===== config.mk =====
export PLATFORM = sky130hd
export DESIGN_NAME = multi_lane_bus_round_robin_arbiter
export DESIGN_NICKNAME = d
export VERILOG_FILES = /design/src/rtl/mlrr_pkg.sv /design/src/rtl/mlrr_front.sv /design/src/rtl/mlrr_queue.sv /design/src/rtl/mlrr_back.sv /design/src/rtl/multi_lane_bus_round_robin_arbiter.sv
export SDC_FILE = /design/constraint.sdc
export NUM_CORES = 1
export LEC_CHECK = 0
export ABC_AREA = 1
export ABC_CLOCK_PERIOD_IN_PS = 4900
export BUFFER_PORTS_ARGS = -buffer_cell sky130_fd_sc_hd__buf_2
export CAP_MARGIN = 10
export CORE_ASPECT_RATIO = 0.9
export CORE_MARGIN = 1.5
export CORE_UTILIZATION = 45
export DETAILED_ROUTE_END_ITERATION = 12
export GPL_TIMING_DRIVEN = 0
export HOLD_SLACK_MARGIN = 0.15
export PLACE_DENSITY = 0.65
export SLEW_MARGIN = 20
export SYNTH_ARGS = -nofsm -noshare
export SYNTH_HDL_FRONTEND = slang
export SYNTH_SLANG_ARGS = --single-unit

===== constraint.sdc =====
create_clock -name clk -period 4.9 [get_ports clk]
set_clock_uncertainty 0.15 [all_clocks]
set_input_delay 0.245 -clock clk [delete_from_list [all_inputs] [get_ports clk]]
set_output_delay 0.245 -clock clk [all_outputs]
set_load 0.02 [all_outputs]

===== src/rtl/mlrr_pkg.sv =====
// Package for the multi-lane bus round-robin arbiter.
// Holds payload structs, fixed field widths, reset values and register codes.
// No dependencies.
`timescale 1ns / 1ps

package mlrr_pkg;

  // Fixed field widths of the ports
  localparam int MASK_W      = 16;
  localparam int LANE_FREE_W = 4;
  localparam int REQ_W       = 4;
  localparam int OUT_LANE_W  = 2;
  localparam int SC_W        = 5;
  localparam int LC_W        = 3;
  localparam int CFG_DATA_W  = 5;
  localparam int CFG_IDX_W   = 1;

  // Configuration register indexes
  localparam logic [CFG_IDX_W-1:0] CFG_SOURCE_COUNT = 1'd0;
  localparam logic [CFG_IDX_W-1:0] CFG_LANE_COUNT   = 1'd1;

  // Configuration reset values
  localparam logic [SC_W-1:0] SOURCE_COUNT_RST = 5'd16;
  localparam logic [LC_W-1:0] LANE_COUNT_RST   = 3'd1;

  // One grant query
  typedef struct packed {
    logic                   new_cycle;
    logic [REQ_W-1:0]       requester;
    logic [MASK_W-1:0]      head_present;
    logic [MASK_W-1:0]      head_ready;
    logic [MASK_W-1:0]      read_ready;
    logic [LANE_FREE_W-1:0] lane_free;
  } mlrr_in_t;

  // One grant answer
  typedef struct packed {
    logic                  granted;
    logic [OUT_LANE_W-1:0] lane;
  } mlrr_out_t;

endpackage


===== src/rtl/mlrr_front.sv =====
// Front end of the arbiter: accepts queries and classifies them into queue entries.
// Depends on mlrr_pkg.
`timescale 1ns / 1ps

module mlrr_front import mlrr_pkg::*; #(
  parameter int MAX_SOURCES = 16,
  parameter int MAX_LANES   = 4,
  parameter int SW          = 4,
  parameter int EW          = 2 + SW + MAX_LANES + MAX_SOURCES
) (
  input  logic          in_valid,
  output logic          in_ready,
  input  mlrr_in_t      in_data,
  input  logic          q_full,
  output logic          q_push,
  output logic [EW-1:0] q_wdata
);

  logic [MAX_SOURCES-1:0] elig;
  logic [MAX_LANES-1:0]   free;
  logic [MASK_W-1:0]      elig16;
  logic                   req_ok;
  logic [SW-1:0]          req_idx;

  // Take a transfer whenever the queue has room
  assign in_ready = !q_full;
  assign q_push   = in_valid && !q_full;

  // A source is eligible when present, ready and readable
  assign elig16 = in_data.head_present & in_data.head_ready & in_data.read_ready;

  // Sources past the mask width are never present
  for (genvar s = 0; s < MAX_SOURCES; s++) begin : g_elig
    if (s < MASK_W) begin : g_in
      assign elig[s] = elig16[s];
    end else begin : g_out
      assign elig[s] = 1'b0;
    end
  end

  // Lanes past the lane_free width are always busy
  for (genvar l = 0; l < MAX_LANES; l++) begin : g_free
    if (l < LANE_FREE_W) begin : g_in
      assign free[l] = in_data.lane_free[l];
    end else begin : g_out
      assign free[l] = 1'b0;
    end
  end

  // A requester beyond the source range can never be chosen
  assign req_ok  = (7'(in_data.requester) < 7'(MAX_SOURCES));
  assign req_idx = SW'(in_data.requester);

  assign q_wdata = {in_data.new_cycle, req_ok, req_idx, free, elig};

endmodule


===== src/rtl/mlrr_queue.sv =====
// Two-entry queue between the front end and the lane sequencer.
// No package dependencies.
`timescale 1ns / 1ps

module mlrr_queue #(
  parameter int W = 8
) (
  input  logic         clk,
  input  logic         rst_n,
  input  logic         push,
  input  logic [W-1:0] wdata,
  output logic         full,
  input  logic         pop,
  output logic [W-1:0] rdata,
  output logic         empty
);

  logic [W-1:0] mem_r [2];
  logic         wr_ptr_r;
  logic         rd_ptr_r;
  logic [1:0]   count_r;

  assign full  = (count_r == 2'd2);
  assign empty = (count_r == 2'd0);
  assign rdata = mem_r[rd_ptr_r];

  // Storage
  always_ff @(posedge clk) begin
    if (push) begin
      mem_r[wr_ptr_r] <= wdata;
    end
  end

  // Pointers and fill count
  always_ff @(posedge clk) begin
    if (!rst_n) begin
      wr_ptr_r <= 1'b0;
      rd_ptr_r <= 1'b0;
      count_r  <= 2'd0;
    end else begin
      if (push) begin
        wr_ptr_r <= !wr_ptr_r;
      end
      if (pop) begin
        rd_ptr_r <= !rd_ptr_r;
      end
      if (push && !pop) begin
        count_r <= count_r + 2'd1;
      end else if (pop && !push) begin
        count_r <= count_r - 2'd1;
      end
    end
  end

endmodule


===== src/rtl/mlrr_back.sv =====
// Lane sequencer: walks lanes in order, decides undecided lanes with a
// round-robin search, and holds the result register. Depends on mlrr_pkg.
`timescale 1ns / 1ps

module mlrr_back import mlrr_pkg::*; #(
  parameter int MAX_SOURCES = 16,
  parameter int MAX_LANES   = 4,
  parameter int SW          = 4,
  parameter int EW          = 2 + SW + MAX_LANES + MAX_SOURCES
) (
  input  logic            clk,
  input  logic            rst_n,
  input  logic            q_empty,
  output logic            q_pop,
  input  logic [EW-1:0]   q_rdata,
  input  logic [SC_W-1:0] source_count,
  input  logic [LC_W-1:0] lane_count,
  output logic            out_valid,
  input  logic            out_ready,
  output mlrr_out_t       out_data
);

  localparam int NW  = $clog2(MAX_SOURCES + 1);
  localparam int LIW = (MAX_LANES > 1) ? $clog2(MAX_LANES) : 1;
  localparam int LCW = $clog2(MAX_LANES + 1);

  typedef enum logic [1:0] {
    ST_IDLE,
    ST_LANE,
    ST_SEARCH
  } state_t;

  state_t                 state_r;
  logic [MAX_LANES-1:0]   decided_r;
  logic [MAX_LANES-1:0]   has_r;
  logic [SW-1:0]          choice_r [MAX_LANES];
  logic [SW-1:0]          ptr_r;
  logic [SW-1:0]          wptr_r;
  logic [LCW-1:0]         ln_r;
  logic                   cur_req_ok_r;
  logic [SW-1:0]          cur_req_r;
  logic [MAX_LANES-1:0]   cur_free_r;
  logic [MAX_SOURCES-1:0] cur_elig_r;
  logic                   out_valid_r;
  mlrr_out_t              out_data_r;

  logic [NW-1:0]  n_eff;
  logic [LCW-1:0] nl_eff;
  logic [LIW-1:0] ln_idx;
  logic           lane_active;
  logic           lane_can_choose;
  logic           lane_match;
  logic           slot_free;
  logic           res_load;
  logic           need_reduce;
  logic [6:0]     start7;
  logic [SW-1:0]  start;
  logic           found;
  logic [SW-1:0]  pick;

  // Clamp the configuration to the built sizes
  always_comb begin
    if (7'(source_count) > 7'(MAX_SOURCES)) begin
      n_eff = NW'(MAX_SOURCES);
    end else begin
      n_eff = NW'(source_count);
    end
    if (5'(lane_count) > 5'(MAX_LANES)) begin
      nl_eff = LCW'(MAX_LANES);
    end else begin
      nl_eff = LCW'(lane_count);
    end
  end

  assign ln_idx          = LIW'(ln_r);
  assign lane_active     = (ln_r < nl_eff);
  assign lane_can_choose = cur_free_r[ln_idx] && (n_eff != '0);
  assign lane_match      = has_r[ln_idx] && cur_req_ok_r && (choice_r[ln_idx] == cur_req_r);
  assign slot_free       = !out_valid_r || out_ready;
  assign q_pop           = (state_r == ST_IDLE) && !q_empty;

  // Result register loads on a finished walk or a matching decided lane
  assign res_load = (state_r == ST_LANE) && slot_free &&
                    (!lane_active || (decided_r[ln_idx] && lane_match));

  // A stale pointer is brought below the source count by repeated subtraction
  assign need_reduce = (7'(wptr_r) >= 7'(n_eff));
  assign start7      = 7'(wptr_r) + 7'd1;
  assign start       = (start7 == 7'(n_eff)) ? '0 : SW'(start7);

  // Round-robin pick: lowest eligible at or after start, else lowest eligible
  always_comb begin
    logic           hi_found;
    logic [SW-1:0]  hi_pick;
    logic           lo_found;
    logic [SW-1:0]  lo_pick;
    hi_found = 1'b0;
    hi_pick  = '0;
    lo_found = 1'b0;
    lo_pick  = '0;
    for (int i = MAX_SOURCES - 1; i >= 0; i--) begin
      if (cur_elig_r[i] && (7'(i) < 7'(n_eff))) begin
        lo_found = 1'b1;
        lo_pick  = SW'(i);
        if (7'(i) >= 7'(start)) begin
          hi_found = 1'b1;
          hi_pick  = SW'(i);
        end
      end
    end
    found = lo_found;
    pick  = hi_found ? hi_pick : lo_pick;
  end

  // Sequencer and result register
  always_ff @(posedge clk) begin
    if (!rst_n) begin
      state_r     <= ST_IDLE;
      decided_r   <= '0;
      has_r       <= '0;
      ptr_r       <= '0;
      ln_r        <= '0;
      out_valid_r <= 1'b0;
    end else begin
      if (res_load) begin
        out_valid_r <= 1'b1;
      end else if (out_valid_r && out_ready) begin
        out_valid_r <= 1'b0;
      end
      case (state_r)
        ST_IDLE: begin
          if (!q_empty) begin
            {cur_req_ok_r, cur_req_r, cur_free_r, cur_elig_r} <= q_rdata[EW-2:0];
            if (q_rdata[EW-1]) begin
              decided_r <= '0;
            end
            ln_r    <= '0;
            state_r <= ST_LANE;
          end
        end
        ST_LANE: begin
          if (!lane_active) begin
            // Walked every lane in use without a grant
            if (slot_free) begin
              out_data_r <= '{granted: 1'b0, lane: '0};
              state_r    <= ST_IDLE;
            end
          end else if (!decided_r[ln_idx]) begin
            if (lane_can_choose) begin
              wptr_r  <= ptr_r;
              state_r <= ST_SEARCH;
            end else begin
              decided_r[ln_idx] <= 1'b1;
              has_r[ln_idx]     <= 1'b0;
            end
          end else if (lane_match) begin
            if (slot_free) begin
              out_data_r <= '{granted: 1'b1, lane: OUT_LANE_W'(ln_r)};
              state_r    <= ST_IDLE;
            end
          end else begin
            ln_r <= ln_r + LCW'(1);
          end
        end
        ST_SEARCH: begin
          if (need_reduce) begin
            wptr_r <= wptr_r - SW'(n_eff);
          end else begin
            decided_r[ln_idx] <= 1'b1;
            has_r[ln_idx]     <= found;
            if (found) begin
              choice_r[ln_idx] <= pick;
              ptr_r            <= pick;
            end
            state_r <= ST_LANE;
          end
        end
        default: begin
          state_r <= ST_IDLE;
        end
      endcase
    end
  end

  assign out_valid = out_valid_r;
  assign out_data  = out_data_r;

  // The pointer only ever holds a source index
  a_ptr_range: assert property (@(posedge clk) disable iff (!rst_n)
    7'(ptr_r) < 7'(MAX_SOURCES))
    else $error("round-robin pointer out of source range");

  // A finished search leaves its lane decided
  a_search_decides: assert property (@(posedge clk) disable iff (!rst_n)
    (state_r == ST_SEARCH && !need_reduce) |=> decided_r[$past(ln_idx)])
    else $error("search did not mark its lane decided");

  // Pointer reduction always makes progress
  a_reduce_progress: assert property (@(posedge clk) disable iff (!rst_n)
    (state_r == ST_SEARCH && need_reduce && n_eff != '0) |=> (wptr_r < $past(wptr_r)))
    else $error("pointer reduction stalled");

  // A decided lane that matches the requester produces a grant when the result slot is free
  a_grant_has_choice: assert property (@(posedge clk) disable iff (!rst_n)
    (state_r == ST_LANE && lane_active && decided_r[ln_idx] && lane_match && slot_free)
    |=> (out_valid_r && out_data_r.granted))
    else $error("matching lane did not produce a grant");

endmodule


===== src/rtl/multi_lane_bus_round_robin_arbiter.sv =====
// From transfer to result, a query passes the queue and the lane sequencer, which walks the
// lanes in order; a lane not yet decided is decided either without a search or by a search,
// and a stale pointer is first reduced by repeated source_count subtraction. Queries are
// handled one at a time: the next is taken only when idle, and a full result register stalls.
// Reset (synchronous, rst_n low): queue empty, all lanes undecided, pointer at 0,
// source_count 16, lane_count 1.
`timescale 1ns / 1ps

module multi_lane_bus_round_robin_arbiter import mlrr_pkg::*; #(
  parameter int MAX_SOURCES = 16,
  parameter int MAX_LANES   = 4
) (
  input  logic                  clk,
  input  logic                  rst_n,
  input  logic                  in_valid,
  output logic                  in_ready,
  input  mlrr_in_t              in_data,
  output logic                  out_valid,
  input  logic                  out_ready,
  output mlrr_out_t             out_data,
  input  logic                  cfg_we,
  input  logic [CFG_IDX_W-1:0]  cfg_index,
  input  logic [CFG_DATA_W-1:0] cfg_wdata
);

  localparam int SW = $clog2(MAX_SOURCES);
  localparam int EW = 2 + SW + MAX_LANES + MAX_SOURCES;

  logic [SC_W-1:0] source_count_r;
  logic [LC_W-1:0] lane_count_r;
  logic            q_full;
  logic            q_empty;
  logic            q_push;
  logic            q_pop;
  logic [EW-1:0]   q_wdata;
  logic [EW-1:0]   q_rdata;

  // Configuration registers
  always_ff @(posedge clk) begin
    if (!rst_n) begin
      source_count_r <= SOURCE_COUNT_RST;
      lane_count_r   <= LANE_COUNT_RST;
    end else if (cfg_we) begin
      case (cfg_index)
        CFG_SOURCE_COUNT: source_count_r <= SC_W'(cfg_wdata);
        CFG_LANE_COUNT:   lane_count_r   <= LC_W'(cfg_wdata);
        default: begin
        end
      endcase
    end
  end

  mlrr_front #(
    .MAX_SOURCES (MAX_SOURCES),
    .MAX_LANES   (MAX_LANES),
    .SW          (SW),
    .EW          (EW)
  ) u_front (
    .in_valid (in_valid),
    .in_ready (in_ready),
    .in_data  (in_data),
    .q_full   (q_full),
    .q_push   (q_push),
    .q_wdata  (q_wdata)
  );

  mlrr_queue #(
    .W (EW)
  ) u_queue (
    .clk   (clk),
    .rst_n (rst_n),
    .push  (q_push),
    .wdata (q_wdata),
    .full  (q_full),
    .pop   (q_pop),
    .rdata (q_rdata),
    .empty (q_empty)
  );

  mlrr_back #(
    .MAX_SOURCES (MAX_SOURCES),
    .MAX_LANES   (MAX_LANES),
    .SW          (SW),
    .EW          (EW)
  ) u_back (
    .clk          (clk),
    .rst_n        (rst_n),
    .q_empty      (q_empty),
    .q_pop        (q_pop),
    .q_rdata      (q_rdata),
    .source_count (source_count_r),
    .lane_count   (lane_count_r),
    .out_valid    (out_valid),
    .out_ready    (out_ready),
    .out_data     (out_data)
  );

endmodule


=== Word-level counts from Yosys, hierarchy flattened ===
Memory sizes are Yosys's and may differ from the RTL's. A register that Yosys moved wholly into a read port is not among the register bits.
Index checks and enable logic that the tools add are counted.

* Add/subtract/negate cells: 5
* Order comparisons: 37
* Eq/ne operators: 20
* Multiplexer cells: 155
* Bitwise logic cells: 8
* Reduce and logical (&&, ||, !) cells: 57

{| class="wikitable"
|+ Operator list
! cell !! count
|-
| two-way mux 4 bit || 62
|-
| two-way mux 1 bit || 61
|-
| < comparator 4 x 5 -> 1 bit (first input constant) || 8
|-
| bitwise AND 16 bit || 2
|-
| two-way mux 3 bit || 10
|-
| >= comparator 4 bit (first input constant) || 7
|-
| logical AND 1 bit || 28
|-
| two-way mux 2 bit || 11
|-
| < comparator 3 x 5 -> 1 bit (first input constant) || 4
|-
| != test 2 bit (second input constant) || 10
|-
| >= comparator 3 x 4 -> 1 bit (first input constant) || 4
|-
| one-hot mux 4 bit (2 select lines) || 2
|-
| one-hot mux 4 bit (3 select lines) || 1
|-
| AND reduction 6 bit || 2
|-
| < comparator 1 x 5 -> 1 bit (first input constant) || 2
|-
| < comparator 2 x 5 -> 1 bit (first input constant) || 2
|-
| AND reduction 5 bit || 2
|-
| nonzero test 2 bit || 5
|-
| >= comparator 1 x 4 -> 1 bit (first input constant) || 2
|-
| >= comparator 2 x 4 -> 1 bit (first input constant) || 2
|-
| logical NOT 1 bit || 8
|-
| != test 4 bit (second input constant) || 2
|-
| == test 7 x 5 -> 1 bit || 1
|-
| AND reduction 7 bit || 1
|-
| other kinds (32) || 43
|}

* Flip-flop bits (word level): 62
* RAM bits: 66
* Input bits: 68
* Output and inout port bits: 5
* Logic and storage cells: 302
* Memories: 2

{| class="wikitable"
|+ Memory list
! name !! depth !! bits a word !! rd ports !! clocked after Yosys merged registers in !! wr ports !! RTL line !! text
|-
| u_queue.mem_r || 2 || 25 || 1 || 1 || 1 || mlrr_queue.sv:18 || <nowiki>logic [W-1:0] mem_r [2];</nowiki>
|-
| u_back.choice_r || 4 || 4 || 1 || 1 || 1 || mlrr_back.sv:36 || <nowiki>logic [SW-1:0] choice_r [MAX_LANES];</nowiki>
|}

=== Logic depth before layout (Yosys ltp) ===
* Depth after elaboration: 36
* Depth in mapped cells: 29
* Gate-level depth less buffers: 28

=== Modules after synthesis ===
A second synthesis with hierarchy kept.

* Cells, all modules: 705
* Area total of the unflattened synthesis: 6845.3 um2

{| class="wikitable"
|+ Modules (own cells, without submodules)
! module !! times used !! cells each !! area an instance (um2) !! seq. area each (um2)
|-
| mlrr_back || 1 || 482 || 4005.1 || 1841.8
|-
| mlrr_queue || 1 || 116 || 2208.4 || 1661.6
|-
| multi_lane_bus_round_robin_arbiter || 1 || 45 || 321.6 || 160.2
|-
| mlrr_front || 1 || 62 || 310.3 || 0.0
|}

=== Worst setup path before layout ===
No wires, ideal clock.

* Kind: register to register
* Start: reg source_count_r[2]
* End: mem u_back.choice_r[0][0] (data pin)
* Library setup time: 0.272 ns
* Arrival time: 2.315 ns
* Required time: 4.478 ns
* Setup slack: 2.163 ns
* Stages on the path, launching flop included: 28
* Path buffers: 1
* Period minus slack after synthesis: 2.737 ns
* Cell sequence: dfxtp_1 > buf_6 > nor2_2 > nand2_2 > a21oi_1 > ha_1 > inv_1 > nand3_1 > nor2_1 > nand3_1 > o21bai_2 > nor2_2 > nand2_1 > nand2_1 > nand2_1 > nand2_1 > nand2_1 > nand2_1 > nand2_1 > nand2_1 > nand2_1 > nand2_1 > nand2_1 > nand2_1 > nand2_1 > nand2_1 > nand2_1 > nand2_1

* Longest elaborated chain between the ends: 36
* Elaborated cells on any way between the ends: 129
* Classes of those cells: order compare: 32; eq/ne: 1; mux: 80; reduce/logical: 16

{| class="wikitable"
|+ Ends and longest elaborated chain
! what !! RTL line !! text
|-
| from (decl) || multi_lane_bus_round_robin_arbiter.sv:29 || <nowiki>logic [SC_W-1:0] source_count_r;</nowiki>
|-
| from (signal assigned) || multi_lane_bus_round_robin_arbiter.sv:45 || <nowiki>CFG_SOURCE_COUNT: source_count_r <= SC_W'(cfg_wdata);</nowiki>
|-
| greater-than comparator 5 bit || mlrr_back.sv:63 || <nowiki>if (7'(source_count) > 7'(MAX_SOURCES)) begin</nowiki>
|-
| two-way mux 5 bit (*) || mlrr_back.sv:63 ||
|-
| == test 7 x 5 -> 1 bit / < comparator 4 x 5 -> 1 bit (equally long branches) || mlrr_back.sv:89, mlrr_back.sv:102 ||
|-
| two-way mux 4 bit / logical AND 1 bit (equally long branches) || mlrr_back.sv:89, mlrr_back.sv:102 ||
|-
| >= comparator 4 bit (tied with other cells) || mlrr_back.sv:105 || <nowiki>if (7'(i) >= 7'(start)) begin</nowiki>
|-
| two-way mux 4 bit / two-way mux 1 bit (equally long branches) || mlrr_back.sv:105 ||
|-
| two-way mux 4 bit / two-way mux 1 bit (equally long branches) || mlrr_back.sv:102 || <nowiki>if (cur_elig_r[i] && (7'(i) < 7'(n_eff))) begin</nowiki>
|-
| two-way mux 4 bit / two-way mux 1 bit (equally long branches) || mlrr_back.sv:105 ||
|-
| (+21 left out) || n/a ||
|-
| two-way mux 4 bit / two-way mux 1 bit (equally long branches) || mlrr_back.sv:105 ||
|-
| two-way mux 4 bit / two-way mux 1 bit (equally long branches) || mlrr_back.sv:102 ||
|-
| two-way mux 4 bit / two-way mux 1 bit (equally long branches) || mlrr_back.sv:105 ||
|-
| two-way mux 4 bit / two-way mux 1 bit (equally long branches) || mlrr_back.sv:102 ||
|-
| two-way mux 4 bit / two-way mux 1 bit (equally long branches) || mlrr_back.sv:105 ||
|-
| two-way mux 4 bit / two-way mux 1 bit (equally long branches) || mlrr_back.sv:102 ||
|-
| two-way mux 4 bit (*) || mlrr_back.sv:112 || <nowiki>pick = hi_found ? hi_pick : lo_pick;</nowiki>
|-
| net u_back.pick[0] || mlrr_back.sv:59 || <nowiki>logic [SW-1:0] pick;</nowiki>
|-
| to (decl) || mlrr_back.sv:36 ||
|}

The timed path passes the listed nets; every way through them passes the cells marked *.

=== Final worst setup path ===
* Start: reg source_count_r[4]
* End: mem u_back.choice_r[1][1], enable pin

* Longest elaborated chain between the ends: 25
* Elaborated cells on any way between the ends: 56
* Classes of those cells: order compare: 18; mux: 22; reduce/logical: 16

{| class="wikitable"
|+ Ends and longest elaborated chain
! what !! RTL line !! text
|-
| greater-than comparator 5 bit || mlrr_back.sv:63 ||
|-
| two-way mux 5 bit (*) || mlrr_back.sv:63 ||
|-
| < comparator 4 x 5 -> 1 bit || mlrr_back.sv:102 ||
|-
| logical AND 1 bit || mlrr_back.sv:102 ||
|-
| two-way mux 1 bit (16 in series) || mlrr_back.sv:102 ||
|-
| two-way mux 1 bit || mlrr_back.sv:171 || <nowiki>if (found) begin</nowiki>
|-
| two-way mux 1 bit (*) || mlrr_back.sv:166 || <nowiki>if (need_reduce) begin</nowiki>
|-
| two-way mux 1 bit (*) || mlrr_back.sv:130 || <nowiki>case (state_r)</nowiki>
|-
| two-way mux 1 bit (*) || mlrr_back.sv:117 || <nowiki>if (!rst_n) begin</nowiki>
|-
| two-way mux 1 bit (not written as such) (*) || mlrr_back.sv:172 || <nowiki>choice_r[ln_idx] <= pick;</nowiki>
|}

Every way passes the cells marked *; elsewhere a longest branch is shown, timed or not.

==> reports/qor.yml <==
synthesis:
  synth_area_leader_cell: "edfxtp_1"
  synth_cell_types: 53
  synth_edf_count: 97
  muxShareOfSynthArea: 0
  ys_top_cells_by_area: "edfxtp_1 45%, dfxtp_1 10%, nand2_1 9.8%"
  synth_area_per_cell_sq_um: 9.25
  ys_ff_latch: 130
  synth-simple-area-share: 0.229
  yosys_warnings: 0
  syn_inst: 693
  synth_fa_ha_area_frac: 0.0344
  syn_area_sq_um: 6410
  netlist.area_leader.share: 0.455
  async_flop_share: 0
  synth_compound_area_frac: 0.107
  synthXorXnorAreaFrac: 0.0119
  synth_top_family_by_area: "simple AND/OR/NAND/NOR gates"
  yosysSeqAreaShare: 0.558
  ys.flop_type: "edfxtp_1"
  synth_nets: 778
route:
  drc: 0
  via_per_inst: 4.99
  vias: 5239
  dr.pass1.iters: 5
  wl_per_cell_um: 14.5
  postRouteAntennaNets: 0
  drt-total-wl_um: 15200
  drtIter0Drc: 318
clock_tree:
  cts_sinks: 130
  clk_pin_slew_ps: 60
  cts_resized: 0
  cts_tree: "yes"
  htreeDepth: 4
  ctsHoldBuffers: 58
  post-cts-setup-buffers: 0
  clkLatencyLatePin_ps: 420
  clockRootBuffer: "clkbuf_16"
  cts_buffers: 17
  clockBufferDepth: 2
global_route:
  antenna_found_initial: 0
  grt_usage: 0.216
  grt_max_degree: 26
  grt_first_pass_wirelength_um: 24400
  grt-ovfl-total: 0
  grt_pass1_vias: 5142
timing:
  slew_headroom: 0.508
  hold_viol_final: 0
  tns_ps: 0
  post-route-period-util: 0.691
  rsz0062_at_grt: "no"
  report.final.slew_viol_count: 0
  period_needed_ps: 3390
  tightest_slew_ps: 736
  setup_viol: 0
  max_freq_mhz: 295
floorplan:
  io_pins: 73
  num_rows: 41
  fp.coreArea_sq_um: 14000
  die_area_sq_um: 15000
  die_w_um: 129
  initial_utilization: 0.459
  die_y_um: 116
placed_design:
  numPortBuffers: 72
  place.gp.congestion: 0.921
  dp_cells: 960
  place_hpwl_um: 10600
critical_path:
  crit_arrival_ps: 3310
  path_class: "reg2reg"
  required_ps: 4830
  slowest_delay_ps: 580
  end_kind: "register"
  slowest_stage: "nor3b_1"
  cp-start-kind: "register"
  cp_cell_sequence: "buf_6 > clkinv_4 > nand2_4 > nor2_1 > inv_1 > nand2_1 > inv_1 > nor3b_1 > nor2_1 > nand2_1 > nor4_1 > nand4_1 > nand2_1 > nor2_1 > nand2_1 > nor2_1"
  crit_fanout: 9
layout:
  layout-drive-gt1-share: 0.177
  antenna_cells: 0
  layout_common_cells: "168 x nand2_1, 97 x edfxtp_1, 73 x inv_1"
  final_cell_count_no_fill: 1050
  nets: 929
  final_common_cell: "nand2_1"
  area_growth_pct: 28.8
  n_fill_cell: 1187
pwr:
  leakage_nw: 3.55
  irDropWorstVdd_mv: 0.282
  p_per_area_nw_per_um2: 512
worst_hold_path:
  hold_path_class: "in2reg"
job:
  cap_violations: 0
outcome:
  status: "finished, final reports clean"
[cell families after synthesis]
| kind of cell | after synthesis |
|---|---|
| buffers and inverters | 95 |
| adders and majority gates | 17 |
| and+or+nand+nor | 326 |
| AOI/OAI and AO/OA | 118 |
| xor gates and xnor gates | 7 |
| DFF | 130 |
[path summary, 6_finish.rpt]
kind / startpoint / to / slack, ps / depth (start not counted)
setup / recovery: source_count_r[4]$_SDFFE_PN1P_ / u_back.choice_r[1][1]$_DFFE_PP_ / 1510 / 16
hold / removal: in_valid / u_queue.wr_ptr_r$_SDFFE_PN0P_ / 190 / 5
hold reg to reg: u_queue.rd_ptr_r$_SDFFE_PN0P_ / u_queue.rd_ptr_r$_SDFFE_PN0P_ / 300 / 1
setup reg to reg: source_count_r[4]$_SDFFE_PN1P_ / u_back.choice_r[1][1]$_DFFE_PP_ / 1510 / 16
[synthesized netlist by cell type (3+ instances only)]
cell type  number
a32oi_1         3
a21oi_1        42
ha_1           16
inv_1          73
nor2_4          4
nor2_1         67
nand2_4         3
nor3_1          5
o211ai_1        3
nand2_2        11
and3_1         16
o2111ai_1       4
edfxtp_1       97
nand3_1        32
clkinv_1        3
o22ai_1         3
xor2_1          3
nand2_1       168
o21ai_0        41
nor2_2          4
buf_6           3
a21oi_2         3
o21ai_1         6
nand4_1         5
clkbuf_1        9
dfxtp_1        33
a211oi_1        4
inv_2           4
[state kept, by name, summed over array words and instances (netlist names), 4 cells and up, named ones only]
name,cells
u_queue.mem_r,50
u_back.choice_r,16
u_back.cur_elig_r,16
source_count_r,5
u_back.cur_free_r,4
u_back.cur_req_r,4
u_back.decided_r,4
u_back.has_r,4
u_back.ptr_r,4
u_back.wptr_r,4
[per-layer routing]
| metal | vias to the layer above | global-route usage | routed length (um) |
|---|---|---|---|
| met5 | - | 0 | 0 |
| met4 | 0 | 0.0854 | 342 |
| met3 | 20 | 0.0664 | 876 |
| met2 | 140 | 0.357 | 7210 |
| met1 | 2431 | 0.266 | 6750 |
| li1 | 2648 | - | - |
[critical path: cells and delay by family (launching register included)]
family	cells	cell delay, ps
buffers and inverters	4	330
flip-flops	1	300
AND/OR/NAND/NOR	12	2250
[area by class of cell]
cell class | count | area (sq um) | share of cell area
flip-flops and latches | 130 | 3570 | 0.433
well taps | 193 | 241 | 0.0293
multi-input cells | 468 | 2470 | 0.299
clock inverters | 14 | 179 | 0.0217
inverters | 82 | 315 | 0.0382
repair buffers | 132 | 980 | 0.119
plain buffers | 13 | 71.3 | 0.00864
clock buffers | 18 | 429 | 0.0520
[per-stage QoR]
stage | area (sq um) | hold WS (ps) | utilization | setup slack (ps) | power (W)
floorplan | 6410 | 194 | - | 2160 | 0.00252
global placement | 7010 | 282 | 0.502 | 1510 | 0.00285
detailed placement | 7070 | 289 | 0.506 | 1520 | 0.00290
CTS | 8260 | 190 | 0.592 | 1510 | 0.00422
global route | 8260 | 237 | 0.592 | 1160 | 0.00448
finish | 8260 | 195 | 0.592 | 1510 | 0.00423
[power breakdown]
| part | total, W | switching [W] | internal, W | leakage (nW) |
|---|---|---|---|---|
| combinational | 0.00138 | 0.000922 | 0.000456 | 2.08 |
| sequential | 0.00155 | 0.0000871 | 0.00146 | 1.18 |
| clock | 0.00130 | 0.000491 | 0.000807 | 0.293 |
| total | 0.00423 | 0.00150 | 0.00273 | 3.55 |
(Power assumes the default switching activity.)
